==> src/design/gbr_pkg.sv <==
`timescale 1ns / 1ps
package gbr_pkg;

  // fixed field widths
  localparam int GW          = 11;
  localparam int PIX_W       = 8;
  localparam int WGT_W       = 16;
  localparam int RAD_W       = 3;
  localparam int NUM_WEIGHTS = 5;
  localparam int CFG_IDX_W   = 4;
  localparam int CFG_DATA_W  = 16;
  localparam int GEOM_MAX    = 2047;
  localparam int PIX_MAX     = 255;

  // default sizing
  localparam int DEF_MAX_WIDTH  = 1024;
  localparam int DEF_MAX_HEIGHT = 1024;
  localparam int DEF_MAX_RADIUS = 4;

  // register indexes
  localparam logic [CFG_IDX_W-1:0] REG_RADIUS   = 4'd0;
  localparam logic [CFG_IDX_W-1:0] REG_WIDTH    = 4'd1;
  localparam logic [CFG_IDX_W-1:0] REG_HEIGHT   = 4'd2;
  localparam logic [CFG_IDX_W-1:0] REG_WEIGHT_0 = 4'd3;
  localparam logic [CFG_IDX_W-1:0] REG_WEIGHT_1 = 4'd4;
  localparam logic [CFG_IDX_W-1:0] REG_WEIGHT_2 = 4'd5;
  localparam logic [CFG_IDX_W-1:0] REG_WEIGHT_3 = 4'd6;
  localparam logic [CFG_IDX_W-1:0] REG_WEIGHT_4 = 4'd7;

  // register reset values
  localparam logic [RAD_W-1:0] RST_RADIUS   = 3'd1;
  localparam logic [GW-1:0]    RST_WIDTH    = 11'd1024;
  localparam logic [GW-1:0]    RST_HEIGHT   = 11'd1024;
  localparam logic [WGT_W-1:0] RST_WEIGHT_0 = 16'd29611;
  localparam logic [WGT_W-1:0] RST_WEIGHT_1 = 16'd17962;

  // queue between front and back
  localparam int QUEUE_DEPTH = 4;
  localparam int QPTR_W      = 2;

  typedef enum logic [1:0] {
    B_IDLE,
    B_RUN,
    B_DRAIN
  } back_state_t;

  typedef struct packed {
    logic [RAD_W-1:0] radius;
    logic [GW-1:0]    width;
    logic [GW-1:0]    height;
  } geom_t;

  typedef logic [NUM_WEIGHTS-1:0][WGT_W-1:0] weights_t;

  // one queued request: optional store write, optional output job
  typedef struct packed {
    logic             wr;
    logic             first;
    logic [PIX_W-1:0] pix;
    logic             em;
    logic             fe;
    logic [GW-1:0]    ox;
    logic [GW-1:0]    oy;
  } item_t;

endpackage

==> src/design/gbr_queue.sv <==
`timescale 1ns / 1ps
module gbr_queue (
  input  logic            clk,
  input  logic            rst_n,
  input  logic            push,
  input  gbr_pkg::item_t  push_item,
  input  logic            pop,
  output gbr_pkg::item_t  head,
  output logic            full,
  output logic            empty
);
  import gbr_pkg::*;

  item_t             buf_r [QUEUE_DEPTH];
  logic [QPTR_W-1:0] wr_ptr_r;
  logic [QPTR_W-1:0] rd_ptr_r;
  logic [QPTR_W:0]   cnt_r;

  assign full  = (cnt_r == (QPTR_W+1)'(QUEUE_DEPTH));
  assign empty = (cnt_r == '0);
  assign head  = buf_r[rd_ptr_r];

  // pointers and fill count
  always_ff @(posedge clk) begin
    if (!rst_n) begin
      wr_ptr_r <= '0;
      rd_ptr_r <= '0;
      cnt_r    <= '0;
    end else begin
      if (push) wr_ptr_r <= wr_ptr_r + 1'b1;
      if (pop) rd_ptr_r <= rd_ptr_r + 1'b1;
      cnt_r <= cnt_r + (QPTR_W+1)'(push) - (QPTR_W+1)'(pop);
    end
  end

  // entry storage
  always_ff @(posedge clk) begin
    if (push) buf_r[wr_ptr_r] <= push_item;
  end

endmodule

==> config.mk <==
export PLATFORM = sky130hd
export DESIGN_NAME = gbr_queue
export DESIGN_NICKNAME = d
export VERILOG_FILES = /design/src/design/gbr_pkg.sv /design/src/design/gbr_queue.sv
export SDC_FILE = /design/constraint.sdc
export NUM_CORES = 1
export LEC_CHECK = 0
export ABC_AREA = 1
export BUFFER_PORTS_ARGS = -buffer_cell sky130_fd_sc_hd__buf_2
export CAP_MARGIN = 20
export CORE_ASPECT_RATIO = 1.2
export CORE_MARGIN = 1
export CORE_UTILIZATION = 30
export CTS_CLUSTER_DIAMETER = 200
export DETAILED_ROUTE_END_ITERATION = 10
export PLACE_DENSITY_LB_ADDON = 0.25
export SKIP_CTS_REPAIR_TIMING = 1
export SYNTH_ARGS = -nofsm -noshare
export SYNTH_HDL_FRONTEND = slang
export SYNTH_SLANG_ARGS = --single-unit
==> constraint.sdc <==
create_clock -name clk -period 2.5 [get_ports clk]
set_clock_uncertainty 0.05 [all_clocks]
set_input_delay 0 -clock clk [delete_from_list [all_inputs] [get_ports clk]]
set_output_delay 0 -clock clk [all_outputs]
set_load 0.02 [all_outputs]
==> results.json <==
{
  "wl_per_cell_um": 13.2,
  "hold_class": "in2reg",
  "swShare_pct": 22.9,
  "synth-seq-area-share_pct": 72.0,
  "fp.dieW_um": 130,
  "fmaxAchievable_mhz": 520,
  "internal-power_uw": 4570,
  "regArea_um2": 4270,
  "dp_hpwl_um": 7030,
  "die_h_um": 156,
  "grt_usage_pct": 11.4,
  "combPwrFrac_pct": 10.9,
  "grt_pass1_wl_um": 17400,
  "rrSetupSlack_ns": 0.86,
  "holdWs_ns": 0.305,
  "fillCellCount": 1816,
  "grt_max_degree": 50,
  "whs_path_depth": 2,
  "syn-instance-count": 453,
  "slew_headroom_pct": 46.4,
  "die_area_um2": 20300,
  "max-vdd-ir-drop_mv": 0.462,
  "port_buffers": 73,
  "finalWeightedCongestion": 0.694,
  "rsz0062_at_grt": "false",
  "reg2reg_to": "cnt_r[2]",
  "io_pins": 74,
  "cts.path.max_buffers": 2,
  "worstSetupPathType": "reg2out",
  "switchingPower_uw": 1360,
  "antenna_cells": 0,
  "final.setup.tns_ns": 0,
  "ys_types": 18,
  "viasPerCell": 4.21,
  "grt_pass1_vias": 3401,
  "slew_violations": 0,
  "dp_worst_setup_slack_ns": 0.842,
  "finalWirelength_um": 11000,
  "worstPathMaxFanout": 49,
  "antenna_found_initial": 0,
  "post-route-period-util_pct": 76.9,
  "r2r_start": "cnt_r[0]",
  "drt_pass1_iterations": 4,
  "htree_num_levels": 4,
  "fp-row-count": 55,
  "fin_ws_ns": 0.578,
  "seqPwrFrac_pct": 47.9,
  "hold_violations": 0,
  "endpoint": "head[21]",
  "cts_tree": "built",
  "tightestPinTransition_ns": 0.804,
  "drt_iter0_drc": 197,
  "endpoint_kind": "primary output",
  "powerDensity_nw_per_um2": 787,
  "drtAntennaViolNets": 0,
  "p_leak_uw": 0.00294,
  "clk_latency_ns": 0.40,
  "setup_viol_count_final": 0,
  "root_buffer": "clkbuf_16",
  "ys_seq_elements": 145,
  "syn_nets": 498,
  "critPathRequiredTime_ns": 2.45,
  "clock_sinks": 145,
  "yosysWarningCount": 0,
  "synth.avg_cell_area_um2": 13.1,
  "clk_pin_slew_worst_paths_ns": 0.06,
  "maxCapViolations": 0,
  "startpoint_type": "flip-flop",
  "min_period_ns": 1.92,
  "area_growth_pct": 27.2,
  "cp_data_arrival_time_ns": 1.87,
  "final_cells": 835,
  "grt_overflow": 0,
  "drive_above_1_share_pct": 23.8,
  "nets": 611,
  "status": "complete, no violations",
  "cts_inserted_buffers": 17,
  "reg2reg_depth": 9,
  "dp.cells": 765,
  "drt_drc_violations_left": 0,
  "core_area_um2": 19100,
  "clock_power_share_pct": 41.2,
  "multiInputGateArea_um2": 1180,
  "vias": 3515,
  "syn_area_um2": 5920,
  "initial_core_util_pct": 31.1
}
## logic make-up after synthesis
| family | share of synthesized area [%] |
|---|---|
| AND/OR/NAND/NOR | 5.24 |
| buffers and inverters | 8.03 |
| AO/OA/AOI/OAI | 13.1 |
| adder cells (fa/ha/maj) | 1.61 |
| flip-flops | 72.0 |
## through the flow
step / power, uW / utilization [%] / instance area [um^2]
3_5_place_dp: 3510 / 34.5 / 6570
4_1_cts: 5950 / 37.5 / 7150
3_3_place_gp: 3490 / 34.5 / 6570
5_1_grt: 6170 / 39.5 / 7530
6_report: 5930 / 39.5 / 7530
2_1_floorplan: 3270 / - / 5920
## sequential cells by signal, summed over array words and instances (netlist names), named ones only
signal / count
buf_r: 136
cnt_r: 3
rd_ptr_r: 2
wr_ptr_r: 2
## final cells by class
| type | count | share of cell area, % |
|---|---|---|
| Sequential cell | 145 | 56.7 |
| Timing Repair Buffer | 117 | 11.5 |
| Tap cell | 256 | 4.25 |
| Inverter | 84 | 4.19 |
| Multi-Input combinational cell | 201 | 15.7 |
| Clock inverter | 12 | 1.88 |
| Clock buffer | 20 | 5.80 |
## routing by layer
layer	routed length [um]	GRT usage (%)	up-vias
met5	0	0	-
met4	114	3.65	0
met3	421	3.29	6
met2	5870	20.7	52
met1	4590	12.5	1677
li1	-	-	1780
## worst max-delay path, stage by stage, from the launching register on
cell	delay [ns]
dfxtp_4	0.64
buf_12	0.30
a21oi_1	0.10
o21ai_0	0.11
nand2_1	0.10
buf_2	0.17
## how the worst min path moves through the flow
stage                  startpoint      endpoint  slack, ns
floorplan                     pop     flip-flop       0.04
global placement    push_item[25]  buf_r[3][25]       0.17
detailed placement  push_item[12]  buf_r[3][12]       0.17
CTS                 push_item[24]  buf_r[2][24]      -0.24
global route        push_item[22]  buf_r[2][22]       0.31
finish              push_item[29]  buf_r[0][29]       0.31
## cell usage after synthesis
master,count,area share [%]
o21ai_1,4,0.34
buf_6,7,1.3
o211ai_1,8,1.0
o21ai_0,34,2.9
dfxtp_1,9,3.0
nor3_1,1,0.084
a21oi_1,40,3.4
inv_1,84,5.3
o211ai_2,26,5.5
buf_4,2,0.25
edfxtp_1,136,69
clkbuf_1,3,0.19
nand3_1,1,0.084
nand2_1,78,4.9
ha_1,6,1.3
fa_1,1,0.34
buf_2,11,0.93
nor2_1,2,0.13
## power by group through the flow
stage                     Combinational [uW]  Sequential [uW]  Clock [uW]
after CTS                                617             2840        2490
after global routing                     725             2850        2590
after global placement                   605             2890           0
after floorplan                          418             2850           0
final                                    646             2840        2440
after detailed placement                 616             2890           0
## cells in the final DEF (no fill, tap or decap)
master / synthesis / layout
a21oi_1: 40 / 40
buf_12: 0 / 6
buf_2: 11 / 73
bufinv_16: 0 / 3
clkbuf_1: 3 / 3
clkbuf_16: 0 / 17
clkinv_1: 0 / 2
clkinv_2: 0 / 4
clkinv_4: 0 / 1
clkinvlp_4: 0 / 2
dfxtp_1: 9 / 7
dfxtp_4: 0 / 2
dlygate4sd3_1: 0 / 38
edfxtp_1: 136 / 136
fa_1: 1 / 1
ha_1: 6 / 6
inv_1: 84 / 80
inv_2: 0 / 4
nand2_1: 78 / 78
nand3_1: 1 / 1
nor2_1: 2 / 2
nor3_1: 1 / 1
o211ai_1: 8 / 8
o211ai_2: 26 / 26
o21ai_0: 34 / 34
o21ai_1: 4 / 4
(Power assumes the default switching activity.)
