<file path="config.mk">
export PLATFORM = sky130hd
export DESIGN_NAME = gbr_front
export DESIGN_NICKNAME = d
export VERILOG_FILES = /design/src/design/gbr_pkg.sv /design/src/design/gbr_front.sv
export SDC_FILE = /design/constraint.sdc
export NUM_CORES = 1
export LEC_CHECK = 0
export BUFFER_PORTS_ARGS = -buffer_cell sky130_fd_sc_hd__buf_4
export CORE_MARGIN = 4
export CORE_UTILIZATION = 34
export CTS_BUF_LIST = sky130_fd_sc_hd__clkbuf_16
export CTS_CLUSTER_SIZE = 10
export DETAILED_ROUTE_END_ITERATION = 7
export GPL_ROUTABILITY_DRIVEN = 0
export MAX_ROUTING_LAYER = met4
export PLACE_DENSITY = 0.58
export SLEW_MARGIN = 25
export SYNTH_ARGS = -nofsm -noshare
export SYNTH_HDL_FRONTEND = slang
export SYNTH_SLANG_ARGS = --single-unit
export TNS_END_PERCENT = 50
</file>
<file path="constraint.sdc">
create_clock -name clk -period 11.25 [get_ports clk]
set_input_delay 1.125 -clock clk [delete_from_list [all_inputs] [get_ports clk]]
set_output_delay 1.125 -clock clk [all_outputs]
set_load 0.02 [all_outputs]
</file>
<file path="src/design/gbr_pkg.sv">
`timescale 1ns / 1ps
package gbr_pkg;

  // fixed field widths
  localparam int GW          = 11;
  localparam int PIX_W       = 8;
  localparam int WGT_W       = 16;
  localparam int RAD_W       = 3;
  localparam int NUM_WEIGHTS = 5;
  localparam int CFG_IDX_W   = 4;
  localparam int CFG_DATA_W  = 16;
  localparam int GEOM_MAX    = 2047;
  localparam int PIX_MAX     = 255;

  // default sizing
  localparam int DEF_MAX_WIDTH  = 1024;
  localparam int DEF_MAX_HEIGHT = 1024;
  localparam int DEF_MAX_RADIUS = 4;

  // register indexes
  localparam logic [CFG_IDX_W-1:0] REG_RADIUS   = 4'd0;
  localparam logic [CFG_IDX_W-1:0] REG_WIDTH    = 4'd1;
  localparam logic [CFG_IDX_W-1:0] REG_HEIGHT   = 4'd2;
  localparam logic [CFG_IDX_W-1:0] REG_WEIGHT_0 = 4'd3;
  localparam logic [CFG_IDX_W-1:0] REG_WEIGHT_1 = 4'd4;
  localparam logic [CFG_IDX_W-1:0] REG_WEIGHT_2 = 4'd5;
  localparam logic [CFG_IDX_W-1:0] REG_WEIGHT_3 = 4'd6;
  localparam logic [CFG_IDX_W-1:0] REG_WEIGHT_4 = 4'd7;

  // register reset values
  localparam logic [RAD_W-1:0] RST_RADIUS   = 3'd1;
  localparam logic [GW-1:0]    RST_WIDTH    = 11'd1024;
  localparam logic [GW-1:0]    RST_HEIGHT   = 11'd1024;
  localparam logic [WGT_W-1:0] RST_WEIGHT_0 = 16'd29611;
  localparam logic [WGT_W-1:0] RST_WEIGHT_1 = 16'd17962;

  // queue between front and back
  localparam int QUEUE_DEPTH = 4;
  localparam int QPTR_W      = 2;

  typedef enum logic [1:0] {
    B_IDLE,
    B_RUN,
    B_DRAIN
  } back_state_t;

  typedef struct packed {
    logic [RAD_W-1:0] radius;
    logic [GW-1:0]    width;
    logic [GW-1:0]    height;
  } geom_t;

  typedef logic [NUM_WEIGHTS-1:0][WGT_W-1:0] weights_t;

  // one queued request: optional store write, optional output job
  typedef struct packed {
    logic             wr;
    logic             first;
    logic [PIX_W-1:0] pix;
    logic             em;
    logic             fe;
    logic [GW-1:0]    ox;
    logic [GW-1:0]    oy;
  } item_t;

endpackage

</file>
<file path="src/design/gbr_front.sv">
`timescale 1ns / 1ps
module gbr_front #(
  parameter int MAX_WIDTH  = gbr_pkg::DEF_MAX_WIDTH,
  parameter int MAX_HEIGHT = gbr_pkg::DEF_MAX_HEIGHT
) (
  input  logic                    clk,
  input  logic                    rst_n,
  input  logic                    in_valid,
  output logic                    in_ready,
  input  logic                    req_type,
  input  logic [7:0]              pixel_in,
  input  gbr_pkg::geom_t          geom,
  input  logic                    restart,
  input  logic                    hold,
  output logic                    push,
  output gbr_pkg::item_t          push_item,
  input  logic                    q_full
);
  import gbr_pkg::*;

  localparam int MW    = (MAX_WIDTH > GEOM_MAX) ? GEOM_MAX : MAX_WIDTH;
  localparam int MH    = (MAX_HEIGHT > GEOM_MAX) ? GEOM_MAX : MAX_HEIGHT;
  localparam int CNT_W = $clog2(MW * MH + 1);

  logic [CNT_W-1:0] in_cnt_r, out_cnt_r;
  logic [CNT_W-1:0] total_r, lag_r;
  logic [GW-1:0]    ox_r, oy_r;

  logic             accept, pix_wr, em, fe;
  logic [CNT_W-1:0] in_nxt;
  logic [CNT_W:0]   due;

  // frame size and output lag, settled before any request
  always_ff @(posedge clk) begin
    total_r <= CNT_W'({11'b0, geom.width} * {11'b0, geom.height});
    lag_r   <= CNT_W'(geom.width) * CNT_W'(geom.radius) + CNT_W'(geom.radius) + 1'b1;
  end

  // classify the request
  always_comb begin
    in_ready = !q_full && !hold;
    accept   = in_valid && in_ready;
    pix_wr   = !req_type && (in_cnt_r < total_r);
    in_nxt   = in_cnt_r + CNT_W'(pix_wr);
    due      = {1'b0, out_cnt_r} + {1'b0, lag_r};
    em       = (in_nxt == total_r) || ({1'b0, in_nxt} >= due);
    fe       = ((out_cnt_r + 1'b1) == total_r);
    push     = accept && (pix_wr || em);
    push_item.wr    = pix_wr;
    push_item.first = (in_cnt_r == '0);
    push_item.pix   = pixel_in;
    push_item.em    = em;
    push_item.fe    = fe;
    push_item.ox    = ox_r;
    push_item.oy    = oy_r;
  end

  // frame counters
  always_ff @(posedge clk) begin
    if (!rst_n || restart) begin
      in_cnt_r  <= '0;
      out_cnt_r <= '0;
      ox_r      <= '0;
      oy_r      <= '0;
    end else if (accept) begin
      if (em && fe) begin
        in_cnt_r  <= '0;
        out_cnt_r <= '0;
        ox_r      <= '0;
        oy_r      <= '0;
      end else begin
        in_cnt_r <= in_nxt;
        if (em) begin
          out_cnt_r <= out_cnt_r + 1'b1;
          if (ox_r == geom.width - 1'b1) begin
            ox_r <= '0;
            oy_r <= oy_r + 1'b1;
          end else begin
            ox_r <= ox_r + 1'b1;
          end
        end
      end
    end
  end

endmodule

</file>
==> results.cfg <==
[clock_tree]
cts_resized = 0
worstSkewPairLatency_ns = 0.36
tritoncts = built
clock_tree.buffer_depth = 2
postCtsSetupBuffers = 0
clk_pin_slew_ns = 0.08
root_buffer = clkbuf_16
cts.sinks = 100
numCtsBuffers = 9
ctsHoldBuffers = 0
htreeDepth = 3

[critical_path]
reg2reg_from = total_r[19]
crit_fanout = 10
critPathBufInv = 2
r2r-end = out_cnt_r[1]
cp.required_ns = 10.13
reg2reg_slack_ns = 4.19
worstPathArrival_ns = 6.38
max_stage_delay_ns = 0.52
cp-start-kind = register
slowest_stage = dfxtp_1
r2r_cells = 22
cp_top_family = simple AND/OR/NAND/NOR gates
crit_chain = inv_1, ha_1, a21o_1, a211o_1, a2111oi_0, o211ai_1, o22ai_1, ha_1, ha_1, and2_0, nand4_1, nor2_1, xor2_1, ha_1, nand3_1, or3_1, o31ai_1, nand3_1, nand2_1, o21a_1, buf_4
worst_path_most_repeated_cell = ha_1
end_kind = primary output
path_class = register to primary output

[hold_path]
hold_depth = 2
holdCritStartpoint = oy_r[10]
holdPathEnd = oy_r[10]
hold_path.class = register to register

[run]
maxCapViolations = 0

[yosys]
yosys.area_share.simple = 0.230
ys_seq_area_frac = 0.152
yosysTopAreaCell = dfxtp_1
yosys-top-cells-area = dfxtp_1 15%, fa_1 14%, ha_1 14%
synth_mux_area_frac = 0.00636
synth-seq-cells = 100
avgSynthCellArea_um2 = 7.94
yosysWarnings = 0
synth_cell_type_count = 81
synth_edf_count = 0
syn_nets = 1935
synth_top_family_by_area = adder cells
yosys.area_share.adder = 0.276
synthXorXnorAreaFrac = 0.0799
netlist_area_mm2 = 0.0132
ys.flop_type = dfxtp_1
yosysTopAreaCellShare = 0.152
synth_compound_area_frac = 0.169
netlist_instances = 1660
synth-async-reset-ratio = 0

[floorplan]
initial_core_util = 0.347
row_count = 71
die_area_mm2 = 0.0420
io_pins = 76
core_mm2 = 0.0379
die_w_um = 205
die_height_um = 205

[sta]
fin_crit_ns = 7.50
fin_setup_tns_ns = 0
period_share = 0.667
tightest_slew_ns = 0.943
slew_headroom = 0.371
finalMaxSlewViolations = 0
fmax_mhz = 133
setup_viol_count_final = 0
rsz0062_at_grt = false
clock_skew_ns = 0.0188
hold_violations = 0

[route]
drt_iter0_markers = 889
vias = 11900
viasPerCell = 5.57
ant_nets = 0
post-route-drc-count = 0
wl_mm = 39.3
wl_met1_mm = 19.0
wl_per_cell_um = 18.3
dr.pass1.iters = 5
wl_met2_mm = 17.1
wl_met3_mm = 2.43
routed.top_layer = met4

[final_layout]
final_cell_mix = 171 x inv_1, 163 x nand2_1, 143 x ha_1, 100 x dfxtp_1, 92 x fa_1
multi_input_area_mm2 = 0.0101
drive_gt1_frac = 0.0679
stdcell_area_mm2 = 0.0142
register_area_mm2 = 0.00200
nNetsFinal = 1904
area.growth.synth_to_final_pct = 7.47
final_common_cell = inv_1
n_fill_cell = 3928
diodes = 0

[power_and_ir_drop]
power.density_mw_per_mm2 = 150
power_uw = 2130
p_sw_uw = 956
ir_worst_vdd_mv = 0.0969
combPwrFrac = 0.589
internal_power_uw = 1170
leakage_uw = 0.00629
pwr-share-clk = 0.163
seq_power_share = 0.248
swShare = 0.450

[place]
dp.final_hpwl_mm = 30.2
place_area_mm2 = 0.0138
io_buffers = 59

[outcome]
status = finished, final reports clean

[grt]
grt_pass1_wl_mm = 63.1
antenna_found_initial = 1
first_global_vias = 11300
grt_overflow_total = 0
grt_start_max_net_pins = 59
grt.total_usage = 0.192
==> kinds of logic after synthesis <==
family / after synthesis
flops: 100
mux: 7
fa+ha+maj: 235
buf+inv: 280
simple gates: 576
compound gates: 345
xor+xnor: 117
==> power by group through the flow <==
stage | registers [µW] | clock network [µW] | logic (µW)
6_report | 527 | 347 | 1250
5_1_grt | 527 | 368 | 1440
4_1_cts | 522 | 355 | 1260
3_5_place_dp | 530 | 0 | 1250
3_3_place_gp | 529 | 0 | 1240
2_1_floorplan | 466 | 0 | 979
==> Yosys cell counts (37+ instances only) <==
cell,n
a21oi_1,90
and2_1,72
clkbuf_1,66
dfxtp_1,100
fa_1,92
ha_1,143
inv_1,170
nand2_1,163
nand3_1,56
nor2_1,68
nor3_1,45
o21ai_0,86
xnor2_1,78
xor2_1,37
==> layer usage <==
layer / vias to the layer above / GRT usage
li1: 5678 / -
met1: 5789 / 0.280
met2: 427 / 0.286
met3: 53 / 0.0206
met4: 0 / 0.0467
met5: - / -
==> how the worst max path moves through the flow <==
stage           startpoint    to  slack [ns]  cells past startpoint
4_1_cts        total_r[19]  push        3.80                     21
3_5_place_dp      req_type  push        4.13                     19
6_report       total_r[19]  push        3.75                     21
2_1_floorplan     req_type  push        5.22                     18
5_1_grt        total_r[19]  push        3.28                     22
3_3_place_gp      req_type  push        4.24                     19
==> stage by stage <==
step | instances | worst slack, ns | util | hold slack [ns]
2_1_floorplan | 1660 | 5.22 | - | 0.453
3_5_place_dp | 2129 | 4.13 | 0.365 | 0.489
4_1_cts | 2145 | 3.80 | 0.373 | 0.501
5_1_grt | 2145 | 3.28 | 0.373 | 0.522
6_report | 2145 | 3.75 | 0.373 | 0.500
3_3_place_gp | 2129 | 4.24 | 0.365 | 0.466
==> layout make-up <==
cell class                 instances  area share
timing repair buffer              68      0.0361
inverter                         170      0.0451
sequential                       100       0.141
tap                              511      0.0452
clock buffer                       9      0.0159
multi-input combinational       1280       0.710
clock inverter                     7     0.00636
==> worst register-to-register path, stage by stage (launching register included) <==
cell and delay, ns:
dfxtp_1 0.52, inv_1 0.17, ha_1 0.33, a21o_1 0.16, a211o_1 0.30, a2111oi_0 0.36
o211ai_1 0.14, o22ai_1 0.51, ha_1 0.31, ha_1 0.29, and2_0 0.27, nand4_1 0.46
nor2_1 0.34, xor2_1 0.11, ha_1 0.31, nand3_1 0.08, or3_1 0.31, o31ai_1 0.27
and3_1 0.80, o21ai_2 0.07, buf_4 0.29, or3b_1 0.43, a21oi_1 0.13
==> flip-flops by register name, indices dropped and copies added (netlist names) <==
| signal | count |
|---|---|
| ox_r | 11 |
| total_r | 21 |
| oy_r | 11 |
| out_cnt_r | 21 |
| lag_r | 15 |
| in_cnt_r | 21 |
No activity file was read; power rests on OpenSTA's default activity.
